$ cat config.mk
export PLATFORM = sky130hd
export DESIGN_NAME = dfsq_fifo
export DESIGN_NICKNAME = d
export VERILOG_FILES = /design/src/design/assert_macros.svh /design/src/design/dfsq_fifo.sv
export SDC_FILE = /design/constraint.sdc
export NUM_CORES = 1
export LEC_CHECK = 0
export ABC_AREA = 1
export BUFFER_PORTS_ARGS = -buffer_cell sky130_fd_sc_hd__buf_2
export CORE_UTILIZATION = 40
export CTS_CLUSTER_DIAMETER = 120
export DETAILED_ROUTE_END_ITERATION = 6
export HOLD_SLACK_MARGIN = 0.06
export PLACE_DENSITY = 0.69
export RECOVER_POWER = 50
export REMOVE_ABC_BUFFERS = 1
export SLEW_MARGIN = 20
export SYNTH_ARGS = -nofsm -noshare
export SYNTH_HDL_FRONTEND = slang
export SYNTH_SLANG_ARGS = --single-unit
$ cat constraint.sdc
create_clock -name clk -period 2.4 [get_ports clk]
set_input_delay 0.12 -clock clk [delete_from_list [all_inputs] [get_ports clk]]
set_output_delay 0.12 -clock clk [all_outputs]
set_load 0.02 [all_outputs]
$ cat src/design/assert_macros.svh
// ----------------------------------------------------------------------------
// Assertion macros
// Shared concurrent assertion wrappers; define NO_ASSERTIONS to compile them out.
// ----------------------------------------------------------------------------
`ifndef ASSERT_MACROS_SVH
`define ASSERT_MACROS_SVH

`ifndef NO_ASSERTIONS
// Same-cycle implication, checked outside reset.
`define DFSQ_ASSERT_IMP(label, clk, rst_n, ante, cons) \
  label: assert property (@(posedge clk) disable iff (!rst_n) (ante) |-> (cons)) \
    else $error("assertion failed");
// Next-cycle implication, checked outside reset.
`define DFSQ_ASSERT_NXT(label, clk, rst_n, ante, cons) \
  label: assert property (@(posedge clk) disable iff (!rst_n) (ante) |=> (cons)) \
    else $error("assertion failed");
`else
`define DFSQ_ASSERT_IMP(label, clk, rst_n, ante, cons)
`define DFSQ_ASSERT_NXT(label, clk, rst_n, ante, cons)
`endif

`endif

$ cat src/design/dfsq_fifo.sv
// ----------------------------------------------------------------------------
// dfsq_fifo
// Small register FIFO with push/full and pop/empty handshakes.
// ----------------------------------------------------------------------------
module dfsq_fifo #(
  parameter int WIDTH = 8,
  parameter int DEPTH = 2
) (
  input  logic                       clk,
  input  logic                       rst_n,
  input  logic                       push,
  input  logic [WIDTH-1:0]           wdata,
  output logic                       full,
  input  logic                       pop,
  output logic [WIDTH-1:0]           rdata,
  output logic                       empty,
  output logic [$clog2(DEPTH+1)-1:0] count
);

  localparam int PW = (DEPTH > 1) ? $clog2(DEPTH) : 1;
  localparam int CW = $clog2(DEPTH + 1);

  logic [WIDTH-1:0] mem_r [DEPTH];
  logic [PW-1:0]    wr_ptr_r, wr_ptr_nxt;
  logic [PW-1:0]    rd_ptr_r, rd_ptr_nxt;
  logic [CW-1:0]    cnt_r, cnt_nxt;
  logic             do_push, do_pop;

  assign full    = (cnt_r == CW'(DEPTH));
  assign empty   = (cnt_r == '0);
  assign count   = cnt_r;
  assign rdata   = mem_r[rd_ptr_r];
  assign do_push = push && !full;
  assign do_pop  = pop && !empty;

  always_comb begin
    wr_ptr_nxt = wr_ptr_r;
    rd_ptr_nxt = rd_ptr_r;
    cnt_nxt    = cnt_r;
    if (do_push) begin
      wr_ptr_nxt = (wr_ptr_r == PW'(DEPTH - 1)) ? '0 : wr_ptr_r + 1'b1;
    end
    if (do_pop) begin
      rd_ptr_nxt = (rd_ptr_r == PW'(DEPTH - 1)) ? '0 : rd_ptr_r + 1'b1;
    end
    if (do_push && !do_pop) begin
      cnt_nxt = cnt_r + 1'b1;
    end else if (do_pop && !do_push) begin
      cnt_nxt = cnt_r - 1'b1;
    end
  end

  always_ff @(posedge clk) begin
    if (!rst_n) begin
      wr_ptr_r <= '0;
      rd_ptr_r <= '0;
      cnt_r    <= '0;
    end else begin
      wr_ptr_r <= wr_ptr_nxt;
      rd_ptr_r <= rd_ptr_nxt;
      cnt_r    <= cnt_nxt;
    end
  end

  always_ff @(posedge clk) begin
    if (do_push) begin
      mem_r[wr_ptr_r] <= wdata;
    end
  end

endmodule

==> results.cfg <==
[synthesis]
synth_compound_area_share_pct = 2.888
netlist_area_um2 = 823.3
synthXorXnorAreaFrac_pct = 0
synth-edff-count = 16
yosysMostFrequentCell = edfxtp_1
yosysWarnings = 0
seq_area_frac_synth_pct = 70.52
synth_seq_cells = 21
synth_mux_area_share_pct = 10.94
syn_area_per_cell_um2 = 13.07
synthTopCellsByCount = edfxtp_1, nor2_1, inv_1, mux2_2, nand2_1
synth_top_flop_cell = edfxtp_1
synthArstFlopShare_pct = 0
syn-instance-count = 63
synth_top_family_by_area = multiplexers
yosysTopAreaCellShare_pct = 58.36
yosys.area.top_type = edfxtp_1
synth-simple-area-share_pct = 9.422
synth_fa_ha_area_share_pct = 1.520
synth_area_leaders = edfxtp_1, dfxtp_1, mux2_2
yosysUniqueCellTypes = 15

[worst_setup_path]
reg2reg_to = count[1]
r2r_setup_slack_ns = 0.81
start_kind = flip-flop
path_depth = 9
crit_type = reg -> reg
ff2ff_path_depth = 9
timing.rr.start = count[1]
crit_path_max_fanout = 4
end_kind = flip-flop
arrival_ns = 1.84
worst-path-buf-inv = 4
critical_path_required_ns = 2.65
crit_chain = inv_1 -> o21ai_0 -> inv_1 -> ha_1 -> inv_1 -> nand3_1 -> nand2_1 -> inv_1 -> nor2_1
critPathTopFamily = flip-flops
slowest_delay_ns = 0.39
cpMostUsedCell = inv_1
critPathSlowestCell = dfxtp_1

[sta]
clock_skew_ns = 0.005532
worst-slew-pin-transition_ns = 0.7013
tns_ns = 0
period_minus_slack_ns = 1.589
fmax_mhz = 629.3
drv_slew = 0
finalSetupViolCount = 0
rsz0062_at_grt = no
hold_viol = 0
min_period_over_period_pct = 66.21
relSlewSlack_pct = 53.07

[pwr]
p_total_mw = 1.036
pwr-share-comb_pct = 35.0
internal_power_mw = 0.6621
swShare_pct = 36.12
vdd_ir_drop_max_mv = 0.5997
p_sw_mw = 0.3744
sequentialPowerShare_pct = 49.1
p_per_area_nw_per_um2 = 979.1
p_clk_share_pct = 16.0
leakagePower_nw = 0.4278

[grt]
gr-total-overflow = 0
antenna_found_initial = 0
grt_pass1_wl_um = 1876
grt_max_degree = 13
grt_usage_pct = 13.04
grt_pass1_vias = 466

[run_status]
status = finished, final reports clean

[place]
numPortBuffers = 23
post-dp-hpwl_um = 912
place.gp.congestion = 0.6342

[finish]
multiInputGateArea_um2 = 197.7
drive_above_1_share_pct = 28.87
diodes = 0
seqCellArea_um2 = 580.6
nets = 111
area_delta_synth_final_pct = 28.57
fill_cells = 184

[route]
vias = 547
wire_per_inst_um = 10.48
antenna_left = 0
drtIter0Drc = 3
wirelength_um = 1300
routed_via_density = 4.411
drcViolationCount = 0
dr.pass1.iters = 4

[cts]
clockBufferDepth = 2
clk_pin_slew_ns = 0.11
htreeDepth = 1
clk_latency_ns = 0.30
cts_num_sinks = 21
cts_buffers = 3
tritoncts = built
post-cts-setup-buffer-count = 0
cts_root_buf = clkbuf_4

[floorplanning]
rows = 16
ios = 24
die_h_um = 47.37
initial_core_util_pct = 42.40
die_area_um2 = 2243
coreArea_um2 = 1942
die_x_um = 47.37

[hold_path]
hold_path_class = in -> reg
min_from = rst_n
hold_depth = 3
holdPathEnd = count[1]

[run]
maxCapViolCount = 0
routing by layer:
metal / global-route usage, % / share of wire [%] / up-vias
met5: 0 / 0 / -
met1: 14.63 / 43 / 246
met4: 8.571 / 1.0 / 0
met3: 3.462 / 5.8 / 2
met2: 21.64 / 50 / 18
li1: - / - / 281
area by class of cell:
cell class | instances | area share [%]
sequential | 21 | 54.85
multi-input combinational | 32 | 18.68
clock inverter | 1 | 0.4728
clock buffer | 3 | 2.128
inverter | 9 | 3.191
timing repair buffer | 31 | 17.49
tap | 27 | 3.191
power by group through the flow:
stage	combinational (mW)	sequential, mW	clock (mW)
after floorplan	0.250	0.528	0
after global placement	0.365	0.516	0
after detailed placement	0.371	0.520	0
after CTS	0.384	0.512	0.168
after global routing	0.408	0.519	0.181
final	0.362	0.509	0.165
state kept, by name (all words and copies together) (netlist names), named ones only:
signal	cells
rd_ptr_r	1
mem_r	16
count	2
wr_ptr_r	1
placed cells by master, fill, tap and decap left out:
| cell type | synthesis | final |
|---|---|---|
| clkbuf_1 | 0 | 8 |
| inv_2 | 1 | 1 |
| a21oi_1 | 1 | 1 |
| clkbuf_4 | 0 | 3 |
| nand2_1 | 6 | 6 |
| dfxtp_1 | 5 | 5 |
| clkinv_2 | 0 | 1 |
| o21ai_0 | 2 | 3 |
| nand3_1 | 1 | 1 |
| nand4_1 | 1 | 1 |
| inv_1 | 8 | 8 |
| mux2_2 | 8 | 8 |
| edfxtp_1 | 16 | 16 |
| nor2_1 | 10 | 11 |
| ha_1 | 1 | 1 |
| buf_2 | 1 | 15 |
| dlygate4sd3_1 | 0 | 8 |
kinds of logic after synthesis:
kind of cell | count (synthesis)
flops | 21
simple gates | 19
buf+inv | 10
mux | 8
compound gates | 4
fa+ha+maj | 1
worst max-delay path by stage:
stage          startpoint     endpoint  slack [ns]
5_1_grt          count[1]     count[1]        0.62
6_report         count[1]     count[1]        0.81
3_5_place_dp     count[0]  mem_r[0][2]        0.94
2_1_floorplan    count[0]     count[1]        0.83
3_3_place_gp     count[0]  mem_r[0][2]        0.99
4_1_cts         flip-flop     rdata[0]        0.85
stage by stage:
stage / cell area, µm² / hold slack (ns) / instances / worst slack, ns / utilization (%)
floorplan: 818.3 / 0.2189 / 62 / 0.8290 / -
global placement: 967.2 / 0.3108 / 112 / 0.9912 / 49.81
detailed placement: 967.2 / 0.3121 / 112 / 0.9382 / 49.81
CTS: 1075 / 0.06514 / 124 / 0.8487 / 55.35
global route: 1059 / 0.08105 / 124 / 0.6243 / 54.51
finish: 1059 / 0.06594 / 124 / 0.8109 / 54.51
tightest hold or removal path: stages:
cell	delay, ns
buf_2	0.13
nand2_1	0.06
nor2_1	0.03
timing repair:
action                                 CTS  global route
hold buffers                             8             0
gates resized for setup                  0             0
endpoints found under the hold margin   16             0
Note: power is estimated with default switching activity, not from simulation.
