`src/design/assert_macros.svh`:
```
// ----------------------------------------------------------------------------
// Assertion macros
// Shared concurrent assertion wrappers; define NO_ASSERTIONS to compile them out.
// ----------------------------------------------------------------------------
`ifndef ASSERT_MACROS_SVH
`define ASSERT_MACROS_SVH

`ifndef NO_ASSERTIONS
// Same-cycle implication, checked outside reset.
`define DFSQ_ASSERT_IMP(label, clk, rst_n, ante, cons) \
  label: assert property (@(posedge clk) disable iff (!rst_n) (ante) |-> (cons)) \
    else $error("assertion failed");
// Next-cycle implication, checked outside reset.
`define DFSQ_ASSERT_NXT(label, clk, rst_n, ante, cons) \
  label: assert property (@(posedge clk) disable iff (!rst_n) (ante) |=> (cons)) \
    else $error("assertion failed");
`else
`define DFSQ_ASSERT_IMP(label, clk, rst_n, ante, cons)
`define DFSQ_ASSERT_NXT(label, clk, rst_n, ante, cons)
`endif

`endif

```
`src/design/dfsq_pkg.sv`:
```
// ----------------------------------------------------------------------------
// dfsq_pkg
// Shared types and constants of the dollar-framed sentence queue.
// ----------------------------------------------------------------------------
package dfsq_pkg;

  localparam int QUEUE_DEPTH_DEF    = 8;
  localparam int SENTENCE_BYTES_DEF = 255;
  localparam int HELD_W             = 4;
  localparam int CMD_FIFO_DEPTH     = 2;
  localparam int RES_FIFO_DEPTH     = 4;

  localparam logic [7:0] FRAME_START = 8'h24;

  localparam logic [1:0] OP_RX   = 2'd0;
  localparam logic [1:0] OP_READ = 2'd1;
  localparam logic [1:0] OP_POP  = 2'd2;

  typedef enum logic [2:0] {
    CMD_NOP,
    CMD_RX,
    CMD_FRAME,
    CMD_READ,
    CMD_POP
  } cmd_kind_t;

  typedef struct packed {
    cmd_kind_t  kind;
    logic [7:0] rx_byte;
    logic [7:0] offset;
  } cmd_t;

  typedef struct packed {
    logic [7:0]        read_byte;
    logic              sentence_valid;
    logic [HELD_W-1:0] sentences_held;
    logic              dropped;
    logic              available_seen;
  } res_t;

  localparam int CMD_W = $bits(cmd_t);
  localparam int RES_W = $bits(res_t);

endpackage

```
`src/design/dfsq_fifo.sv`:
```
// ----------------------------------------------------------------------------
// dfsq_fifo
// Small register FIFO with push/full and pop/empty handshakes.
// ----------------------------------------------------------------------------
module dfsq_fifo #(
  parameter int WIDTH = 8,
  parameter int DEPTH = 2
) (
  input  logic                       clk,
  input  logic                       rst_n,
  input  logic                       push,
  input  logic [WIDTH-1:0]           wdata,
  output logic                       full,
  input  logic                       pop,
  output logic [WIDTH-1:0]           rdata,
  output logic                       empty,
  output logic [$clog2(DEPTH+1)-1:0] count
);

  localparam int PW = (DEPTH > 1) ? $clog2(DEPTH) : 1;
  localparam int CW = $clog2(DEPTH + 1);

  logic [WIDTH-1:0] mem_r [DEPTH];
  logic [PW-1:0]    wr_ptr_r, wr_ptr_nxt;
  logic [PW-1:0]    rd_ptr_r, rd_ptr_nxt;
  logic [CW-1:0]    cnt_r, cnt_nxt;
  logic             do_push, do_pop;

  assign full    = (cnt_r == CW'(DEPTH));
  assign empty   = (cnt_r == '0);
  assign count   = cnt_r;
  assign rdata   = mem_r[rd_ptr_r];
  assign do_push = push && !full;
  assign do_pop  = pop && !empty;

  always_comb begin
    wr_ptr_nxt = wr_ptr_r;
    rd_ptr_nxt = rd_ptr_r;
    cnt_nxt    = cnt_r;
    if (do_push) begin
      wr_ptr_nxt = (wr_ptr_r == PW'(DEPTH - 1)) ? '0 : wr_ptr_r + 1'b1;
    end
    if (do_pop) begin
      rd_ptr_nxt = (rd_ptr_r == PW'(DEPTH - 1)) ? '0 : rd_ptr_r + 1'b1;
    end
    if (do_push && !do_pop) begin
      cnt_nxt = cnt_r + 1'b1;
    end else if (do_pop && !do_push) begin
      cnt_nxt = cnt_r - 1'b1;
    end
  end

  always_ff @(posedge clk) begin
    if (!rst_n) begin
      wr_ptr_r <= '0;
      rd_ptr_r <= '0;
      cnt_r    <= '0;
    end else begin
      wr_ptr_r <= wr_ptr_nxt;
      rd_ptr_r <= rd_ptr_nxt;
      cnt_r    <= cnt_nxt;
    end
  end

  always_ff @(posedge clk) begin
    if (do_push) begin
      mem_r[wr_ptr_r] <= wdata;
    end
  end

endmodule

```
`src/design/dfsq_front.sv`:
```
// ----------------------------------------------------------------------------
// dfsq_front
// Classify incoming words into commands and queue them for the back end.
// ----------------------------------------------------------------------------
module dfsq_front
  import dfsq_pkg::*;
(
  input  logic       clk,
  input  logic       rst_n,
  input  logic       push,
  output logic       full,
  input  logic [1:0] in_operation,
  input  logic [7:0] in_rx_byte,
  input  logic [7:0] in_offset,
  output logic       cmd_valid,
  output cmd_t       cmd,
  input  logic       cmd_pop
);

  cmd_t             cls;
  logic [CMD_W-1:0] cmd_bits;
  logic             cmd_empty;

  // Tag frame starts here so the back end sees a plain command kind.
  always_comb begin
    cls.rx_byte = in_rx_byte;
    cls.offset  = in_offset;
    unique case (in_operation)
      OP_RX:   cls.kind = (in_rx_byte == FRAME_START) ? CMD_FRAME : CMD_RX;
      OP_READ: cls.kind = CMD_READ;
      OP_POP:  cls.kind = CMD_POP;
      default: cls.kind = CMD_NOP;
    endcase
  end

  dfsq_fifo #(
    .WIDTH (CMD_W),
    .DEPTH (CMD_FIFO_DEPTH)
  ) u_cmd_fifo (
    .clk   (clk),
    .rst_n (rst_n),
    .push  (push),
    .wdata (cls),
    .full  (full),
    .pop   (cmd_pop),
    .rdata (cmd_bits),
    .empty (cmd_empty),
    .count ()
  );

  assign cmd       = cmd_t'(cmd_bits);
  assign cmd_valid = !cmd_empty;

endmodule

```
`config.mk`:
```
export PLATFORM = sky130hd
export DESIGN_NAME = dfsq_front
export DESIGN_NICKNAME = d
export VERILOG_FILES = /design/src/design/assert_macros.svh /design/src/design/dfsq_pkg.sv /design/src/design/dfsq_fifo.sv /design/src/design/dfsq_front.sv
export SDC_FILE = /design/constraint.sdc
export NUM_CORES = 1
export LEC_CHECK = 0
export BUFFER_PORTS_ARGS = -buffer_cell sky130_fd_sc_hd__buf_4
export CORE_ASPECT_RATIO = 0.9
export CORE_UTILIZATION = 55
export DETAILED_ROUTE_END_ITERATION = 6
export GPL_ROUTABILITY_DRIVEN = 0
export PLACE_DENSITY_LB_ADDON = 0.2
export REMOVE_ABC_BUFFERS = 1
export SYNTH_ARGS = -nofsm -noshare
export SYNTH_HDL_FRONTEND = slang
export SYNTH_SLANG_ARGS = --single-unit
```
`constraint.sdc`:
```
create_clock -name clk -period 2.6 [get_ports clk]
set_input_delay 0.13 -clock clk [delete_from_list [all_inputs] [get_ports clk]]
set_output_delay 0.13 -clock clk [all_outputs]
set_load 0.01 [all_outputs]
```
==> metrics.md, run 1 <==
| Metric | Value |
|---|---|
| Synthesized area | 1650 um^2 |
| Critical path type | reg2out |
| Final Hold Viols | 0 |
| Hpwl dp | 1760 um |
| Routed WL | 2720 um |
| Area Growth Syn to Fin | 35.0% |
| Critical path startpoint category | flop |
| Slowest-stage cell, CP | dfxtp_1 |
| TritonCTS clock tree | built |
| Commonest cells post-synth | edfxtp_1 (38), mux2_2 (19), dfxtp_1 (5) |
| Most common flop cell mapped by yosys | edfxtp_1 |
| Clock Latency Late Sink | 0.34 ns |
| Synth top area share | 0.693 |
| Period utilisation layout | 0.728 |
| Detailed Route Iter0 Violations | 22 |
| Pwr dens | 817 nW/um^2 |
| Ranking of synthesized cells by area | edfxtp_1 (69%), mux2_2 (13%), dfxtp_1 (6.1%) |
| Cell count along the critical path | 2 |
| Share of cells above drive strength 1 | 0.452 |
| Post-route minimum period | 1.89 ns |
| I/O Pins | 43 |
| Initial Util | 0.590 |
| Adder-cell area share of the yosys netlist | 0.00760 |
| Die height | 53.9 um |
| Worst hold path class | in2reg |
| Async S/R FF share, synth | 0 |
| Mean post-synth cell area | 18.1 um^2 |
| Die Wd | 59.7 um |
| Least-Margin Pin Slew | 0.805 ns |
| CP Capture Type | output pin |
| Mux cell area share after synthesis | 0.130 |
| RSZ-0062 raised after global routing | no |
| Layout fillers | 191 |
| Mapped Cells | 91 |
| Count of pins over their slew limit | 0 |
| Row cnt | 18 |
| XOR/XNOR Fraction of Synth Area | 0.0160 |
| Number of global-route vias before repair | 899 |
| Design Power | 1.82 mW |
| Cell Area, Placed | 2010 um^2 |
| Total gr overflow | 0 |
| Initial antenna violation count | 0 |
| Clk root buf | clkbuf_4 |
| Clk pin slew, worst setup/hold paths | 0.11 ns |
| Worst-path maximum fanout | 19 |
| Worst R2R Path Depth | 6 |
| Antenna Nets Post-Route | 0 |
| Worst Path Required | 2.47 ns |
| Status | finished clean |
| Largest net degree at the start of global routing | 21 |
| GRT Util Overall | 0.183 |
| Setup ws final | 0.708 ns |
| Sequential area share after synthesis | 0.754 |
| PortBufs | 42 |
| DRC | 0 |
| Cts bufs inserted | 5 |
| Worst path max stage delay | 0.86 ns |
| WP data arrival | 1.76 ns |
| Hold path cells | 2 |
| DR pass1 iterations | 4 |
| Clock Skew | 0.00517 ns |
| F_max | 529 MHz |
| First-pass GRT wire length | 3980 um |
| Die area | 3220 um^2 |
| Design area | 2220 um^2 |
| H-Tree Depth | 2 |
| Crit path max-delay family | flip-flops |
| Util after Layout | 0.796 |
| Sink Count | 43 |
| Total leakage power | 0.852 nW |
| WP buf/inv | 1 |
| Vias/cell | 4.91 |
| Synth cell types | 26 |
| CORE AREA | 2790 um^2 |
| Ys Warns | 0 |
| Setup WS pre-CTS | 1.01 ns |
| Wire length per cell | 13.8 um |
| Synth Area in Compound Gates | 0.0266 |
| Diodes inserted | 0 |
| Main combinational cell family by area after synthesis | multiplexers |
| Vias | 967 |
| Final setup viols | 0 |
| Top-count cell post-synth | edfxtp_1 |
| CTS max path bufs | 2 |
| Largest area contributor in the netlist | edfxtp_1 |
| Synth Area in Simple Gates | 0.0517 |
| TNS Setup | 0 ns |
| Flops & latches, synth | 43 |
| VDD IR-drop max | 0.587 mV |
| # Max-Cap Violations | 0 |
| CP cell instances | mux2_2, buf_4 |
| Final nets | 179 |
| Post-synth EDFFs | 38 |
| Slew Limit Headroom | 0.463 |
[logic make-up (layout without fill, tap and decap cells)]
kind of cell | after synthesis | after routing
and+or+nand+nor | 13 | 13
adders and majority gates | 1 | 1
buffers and inverters | 5 | 71
AOI/OAI and AO/OA | 7 | 7
xor gates and xnor gates | 3 | 3
muxes | 19 | 19
DFF | 43 | 43
[state kept, by name, summed over array words and instances, names as in the netlist, named ones only]
| signal | flops |
|---|---|
| u_cmd_fifo.rd_ptr_r | 1 |
| u_cmd_fifo.count | 2 |
| u_cmd_fifo.wr_ptr_r | 1 |
| u_cmd_fifo.mem_r | 38 |
[placed cells by master (no fill, tap or decap), types with 2 or more instances in the layout]
cell type	Yosys	routed
nor4b_1	2	2
and2_1	3	3
buf_4	1	44
edfxtp_1	38	38
dfxtp_1	5	5
clkbuf_4	0	5
inv_1	2	2
nor2_1	2	2
dlygate4sd3_1	0	16
mux2_2	19	19
clkinv_1	0	2
xnor2_1	2	2
[final cells by class]
type | count | area [um^2] | area share
multi-input combinational | 43 | 382 | 0.172
clock buffer | 6 | 41.3 | 0.0186
sequential | 43 | 1240 | 0.558
clock inverter | 2 | 7.51 | 0.00338
timing repair buffer | 60 | 490 | 0.221
inverter | 3 | 11.3 | 0.00506
tap | 40 | 50.0 | 0.0225
[power breakdown]
group | switching [mW] | internal (mW) | leakage, nW
Combinational | 0.240 | 0.341 | 0.427
Sequential | 0.0762 | 0.872 | 0.397
Clock | 0.187 | 0.100 | 0.0273
[final timing paths]
path / startpoint / end / slack [ns]
worst min-delay path: rst_n / u_cmd_fifo.wr_ptr_r / 0.02
worst max register to register: u_cmd_fifo.count[0] / u_cmd_fifo.count[1] / 0.99
worst max-delay path: flop / cmd[13] / 0.71
worst min register to register: u_cmd_fifo.count[1] / u_cmd_fifo.count[1] / 0.54
[metal layers]
layer	global-route usage	wire length, um	part of all wire
met1	0.215	1140	0.42
met2	0.313	1380	0.51
met3	0.0673	165	0.061
met4	0.0581	34	0.013
met5	0	0	0
[through the flow]
stage,hold WS [ns],instances
floorplan,0.229,89
global placement,0.315,173
detailed placement,0.318,173
CTS,0.0189,197
global route,0.0120,197
finish,0.0220,197
[timing repair]
item,CTS,global route
setup buffers,0,0
hold buffers,16,0
gates resized for setup,0,0
hold endpoints to repair,32,0
No activity file was read; power rests on OpenSTA's default activity.
==> run 2: changes to the inputs <==
CORE_UTILIZATION = 51   (was 55)
clock period = 1.8 ns   (was 2.6 ns; I/O delays follow)
==> metrics.md, run 2 (same netlist as run 1, synthesis figures left out) <==
| Metric | Value |
|---|---|
| Status | finished clean |
| Die Wd | 61.9 um |
| I/O Pins | 43 |
| GRT Util Overall | 0.201 |
| Largest net degree at the start of global routing | 20 |
| Antenna Nets Post-Route | 0 |
| Design area | 2320 um^2 |
| CORE AREA | 3070 um^2 |
| Cts bufs inserted | 5 |
| CP Capture Type | flop |
| Worst R2R Setup Slack | 0.15 ns |
| Worst path max stage delay | 0.40 ns |
| GR met2 Demand/Resource | 0.338 |
| Commonest cells after routing, fill and taps aside | buf_4 (47), edfxtp_1 (38), mux2_2 (19) |
| Design Power | 2.99 mW |
| Die area | 3460 um^2 |
| F_max | 607 MHz |
| Hpwl dp | 1930 um |
| Final setup viols | 0 |
| TNS Setup | 0 ns |
| Post-route minimum period | 1.65 ns |
| DRC | 0 |
| Least-Margin Pin Slew | 0.468 ns |
| Total gr overflow | 0 |
| Reg2reg start | u_cmd_fifo.count[0] |
| RSZ-0062 raised after global routing | no |
| Util after Layout | 0.756 |
| Clock Skew | 0.0106 ns |
| Vias | 979 |
| Period utilisation layout | 0.915 |
| Vias/cell | 4.82 |
| Row cnt | 19 |
| Most common cell after layout, fill and taps aside | buf_4 |
| Critical path type | reg2reg |
| Cell Area, Placed | 2050 um^2 |
| Worst Path Required | 2.08 ns |
| Die height | 55.9 um |
| HP Start | in_operation[0] |
| Count of pins over their slew limit | 0 |
| Clock Latency Late Sink | 0.35 ns |
| Hold path endpoint | u_cmd_fifo.mem_r[0][18] |
| Busiest grt layer | met2 |
| # Max-Cap Violations | 0 |
| RR Endpoint | u_cmd_fifo.count[1] |
| Sink Count | 43 |
| CP cell instances | nand2b_1, inv_2, nor2_1, ha_1, or3_1, a21boi_1 |
| Share of cells above drive strength 1 | 0.478 |
| DR pass1 iterations | 3 |
| Critical path startpoint category | flop |
| Final Hold Viols | 0 |
| WP data arrival | 1.93 ns |
| Number of flip-flops in the largest register | 38 |
| Pwr dens | 1290 nW/um^2 |
| Crit path max-delay family | simple AND/OR/NAND/NOR gates |
| Diodes inserted | 0 |
| Total leakage power | 0.899 nW |
| Slew Limit Headroom | 0.683 |
| Hold path cells | 2 |
| Worst hold path class | in2reg |
| Worst R2R Path Depth | 6 |
| First-pass GRT wire length | 4770 um |
| Met1 usage | 0.233 |
| PortBufs | 42 |
| Clk pin slew, worst setup/hold paths | 0.12 ns |
| Layout fillers | 200 |
| Slowest-stage cell, CP | dfxtp_2 |
| VDD IR-drop max | 1.12 mV |
| Largest register by flop count | u_cmd_fifo.mem_r |
| Wire length per cell | 14.3 um |
| Area Growth Syn to Fin | 40.8% |
| Number of global-route vias before repair | 1061 |
| Initial Util | 0.537 |
| H-Tree Depth | 2 |
| GRT met3 Usage | 0.0744 |
| Final nets | 183 |
| Routed WL | 2910 um |
| Clk root buf | clkbuf_4 |
| WP buf/inv | 1 |
| CTS max path bufs | 2 |
| Worst-path maximum fanout | 5 |
| Initial antenna violation count | 0 |
| Detailed Route Iter0 Violations | 33 |
| TritonCTS clock tree | built |
-- run 2: through the flow --
stage	setup WS [ns]	hold slack, ns	instances
detailed placement	0.144	0.279	178
CTS	0.0807	0.0126	203
global route	0.0487	0.00151	203
global placement	0.318	0.275	178
finish	0.152	0.0303	203
floorplan	0.00802	0.189	89
-- run 2: how the worst max path moves through the flow --
stage	startpoint	end	slack, ns	depth (start not counted)
4_1_cts	u_cmd_fifo.count[0]	u_cmd_fifo.count[1]	0.08	6
6_report	u_cmd_fifo.count[0]	u_cmd_fifo.count[1]	0.15	6
2_1_floorplan	u_cmd_fifo.count[0]	u_cmd_fifo.mem_r[0][0]	0.008	3
3_5_place_dp	u_cmd_fifo.count[0]	u_cmd_fifo.count[1]	0.14	6
3_3_place_gp	u_cmd_fifo.count[0]	u_cmd_fifo.count[1]	0.32	6
5_1_grt	u_cmd_fifo.count[0]	u_cmd_fifo.count[1]	0.05	6
-- run 2: timing repair --
action / 4_1_cts / 5_1_grt
endpoints found under the hold margin: 36 / 0
setup buffers: 0 / 0
gates resized for setup: 0 / 1
setup endpoints to repair: 0 / 1
hold buffers: 17 / 0
-- run 2: layout make-up --
| type | instances | area (um^2) | area share |
|---|---|---|---|
| Clock inverter | 2 | 60.1 | 0.0259 |
| Timing Repair Buffer | 64 | 523 | 0.226 |
| Clock buffer | 6 | 41.3 | 0.0178 |
| Sequential cell | 43 | 1240 | 0.536 |
| Tap cell | 42 | 52.6 | 0.0227 |
| Multi-Input combinational cell | 43 | 388 | 0.167 |
| Inverter | 3 | 11.3 | 0.00486 |
-- run 2: power by group --
group / total, mW / internal [mW] / leakage [nW] / switching (mW)
clock network: 0.723 / 0.434 / 0.0525 / 0.290
logic: 0.948 / 0.524 / 0.449 / 0.423
registers: 1.32 / 1.26 / 0.397 / 0.0584
-- run 2: per-layer routing --
metal	vias to the layer above	wire, um	part of all wire
li1	481	-	-
met1	463	1240	0.43
met2	30	1480	0.51
met3	5	145	0.050
met4	0	40	0.014
met5	-	0	0
==> run 3: changes to the inputs <==
CORE_ASPECT_RATIO = default   (was 0.9)
==> metrics.md, run 3 (same netlist as run 1, synthesis figures left out) <==
| Metric | Value |
|---|---|
| Status | finished clean |
| Worst Path Required | 1.71 ns |
| Period utilisation layout | 0.945 |
| WP data arrival | 1.61 ns |
| Most common cell after layout, fill and taps aside | buf_4 |
| Initial Util | 0.539 |
| TNS Setup | 0 ns |
| Clock Skew | 0.00433 ns |
| Slew Limit Headroom | 0.690 |
| # Max-Cap Violations | 0 |
| Max layer used | met4 |
| Design area | 2300 um^2 |
| DR pass1 iterations | 4 |
| First-pass GRT wire length | 4600 um |
| Count of pins over their slew limit | 0 |
| I/O Pins | 43 |
| Critical Path Sink | cmd[12] |
| Die height | 58.8 um |
| Largest register by flop count | u_cmd_fifo.mem_r |
| Hpwl dp | 1890 um |
| Largest net degree at the start of global routing | 15 |
| F_max | 588 MHz |
| TritonCTS clock tree | built |
| Worst R2R Setup Slack | 0.19 ns |
| PortBufs | 42 |
| Clk pin slew, worst setup/hold paths | 0.12 ns |
| Inst Count DP | 180 |
| Antenna Nets Post-Route | 0 |
| Number of flip-flops in the largest register | 38 |
| Initial antenna violation count | 0 |
| WL met3 | 120 um |
| Diodes inserted | 0 |
| Layout fillers | 217 |
| CP Capture Type | output pin |
| H-Tree Depth | 2 |
| Worst-path maximum fanout | 8 |
| CORE AREA | 3050 um^2 |
| Worst R2R Path Depth | 6 |
| Wire length per cell | 14.0 um |
| Die area | 3460 um^2 |
| Final std cells w/o fill | 205 |
| Total leakage power | 0.890 nW |
| Vias | 1008 |
| Clock Latency Late Sink | 0.35 ns |
| Die Wd | 58.8 um |
| Critical path type | reg2out |
| Post-CTS sizing | 0 |
| M1 WL | 1100 um |
| Routed WL | 2880 um |
| Row cnt | 20 |
| VDD IR-drop max | 0.823 mV |
| GRT Util Overall | 0.189 |
| CTS max path bufs | 2 |
| Worst hold slack | 0.0307 ns |
| Post-route minimum period | 1.70 ns |
| Commonest cells after routing, fill and taps aside | buf_4 (46), edfxtp_1 (38), mux2_2 (19) |
| Total gr overflow | 0 |
| Reg2reg start | u_cmd_fifo.count[0] |
| RSZ-0062 raised after global routing | no |
| RR Endpoint | u_cmd_fifo.count[1] |
| Least-Margin Pin Slew | 0.459 ns |
| Cts bufs inserted | 5 |
| Critical path startpoint category | flop |
| DRC | 0 |
| Clk root buf | clkbuf_4 |
| Number of global-route vias before repair | 1062 |
| Pwr dens | 1240 nW/um^2 |
| Worst hold path class | in2reg |
| Cell Area, Placed | 2050 um^2 |
| Sink Count | 43 |
| Final nets | 183 |
| Vias/cell | 4.92 |
| Area Growth Syn to Fin | 39.7% |
| Share of cells above drive strength 1 | 0.472 |
| Final setup viols | 0 |
| Met2 WL | 1570 um |
| Detailed Route Iter0 Violations | 35 |
| Final Hold Viols | 0 |
run 3: what timing repair did:
item	4_1_cts	5_1_grt
setup buffers	0	0
endpoints found under the hold margin	36	0
hold buffers	17	0
run 3: layout make-up:
type	count	area, um^2	share of cell area
sequential	43	1240	0.539
clock inverter	3	38.8	0.0169
multi-input combinational	43	382	0.166
timing repair buffer	64	536	0.233
tap	44	55.1	0.0239
inverter	3	11.3	0.00489
clock buffer	5	37.5	0.0163
run 3: per-layer routing:
layer,GRT usage,vias to the layer above
met2,0.343,29
met1,0.186,487
met3,0.0505,10
met4,0.126,0
li1,-,482
met5,0,-
run 3: worst min-delay path by stage:
stage | end | slack (ns) | cells past startpoint | startpoint
6_report | u_cmd_fifo.mem_r[1][18] | 0.03 | 2 | in_operation[0]
5_1_grt | u_cmd_fifo.mem_r[1][18] | 0.02 | 2 | in_operation[0]
4_1_cts | u_cmd_fifo.mem_r[1][18] | 0.01 | 2 | in_operation[0]
3_5_place_dp | u_cmd_fifo.mem_r[0][7] | 0.28 | 1 | in_offset[7]
3_3_place_gp | u_cmd_fifo.mem_r[0][7] | 0.28 | 1 | in_offset[7]
2_1_floorplan | u_cmd_fifo.mem_r[0][0] | 0.19 | 0 | in_offset[0]
run 3: where the power goes:
| group | internal [mW] | switching, mW |
|---|---|---|
| Combinational | 0.528 | 0.403 |
| Sequential | 1.26 | 0.0751 |
| Clock | 0.286 | 0.295 |
run 3: worst max-delay path: stages (launching register included):
cell	delay, ns
dfxtp_1	0.51
buf_4	0.24
mux2_2	0.35
buf_4	0.15
run 3: metrics by stage:
step,setup WS [ns],power (mW),util
finish,0.0997,2.85,0.754
global route,0.0199,2.99,0.754
CTS,0.0834,2.87,0.754
detailed placement,0.227,2.26,0.673
global placement,0.320,2.23,0.673
floorplan,0.00802,1.83,-
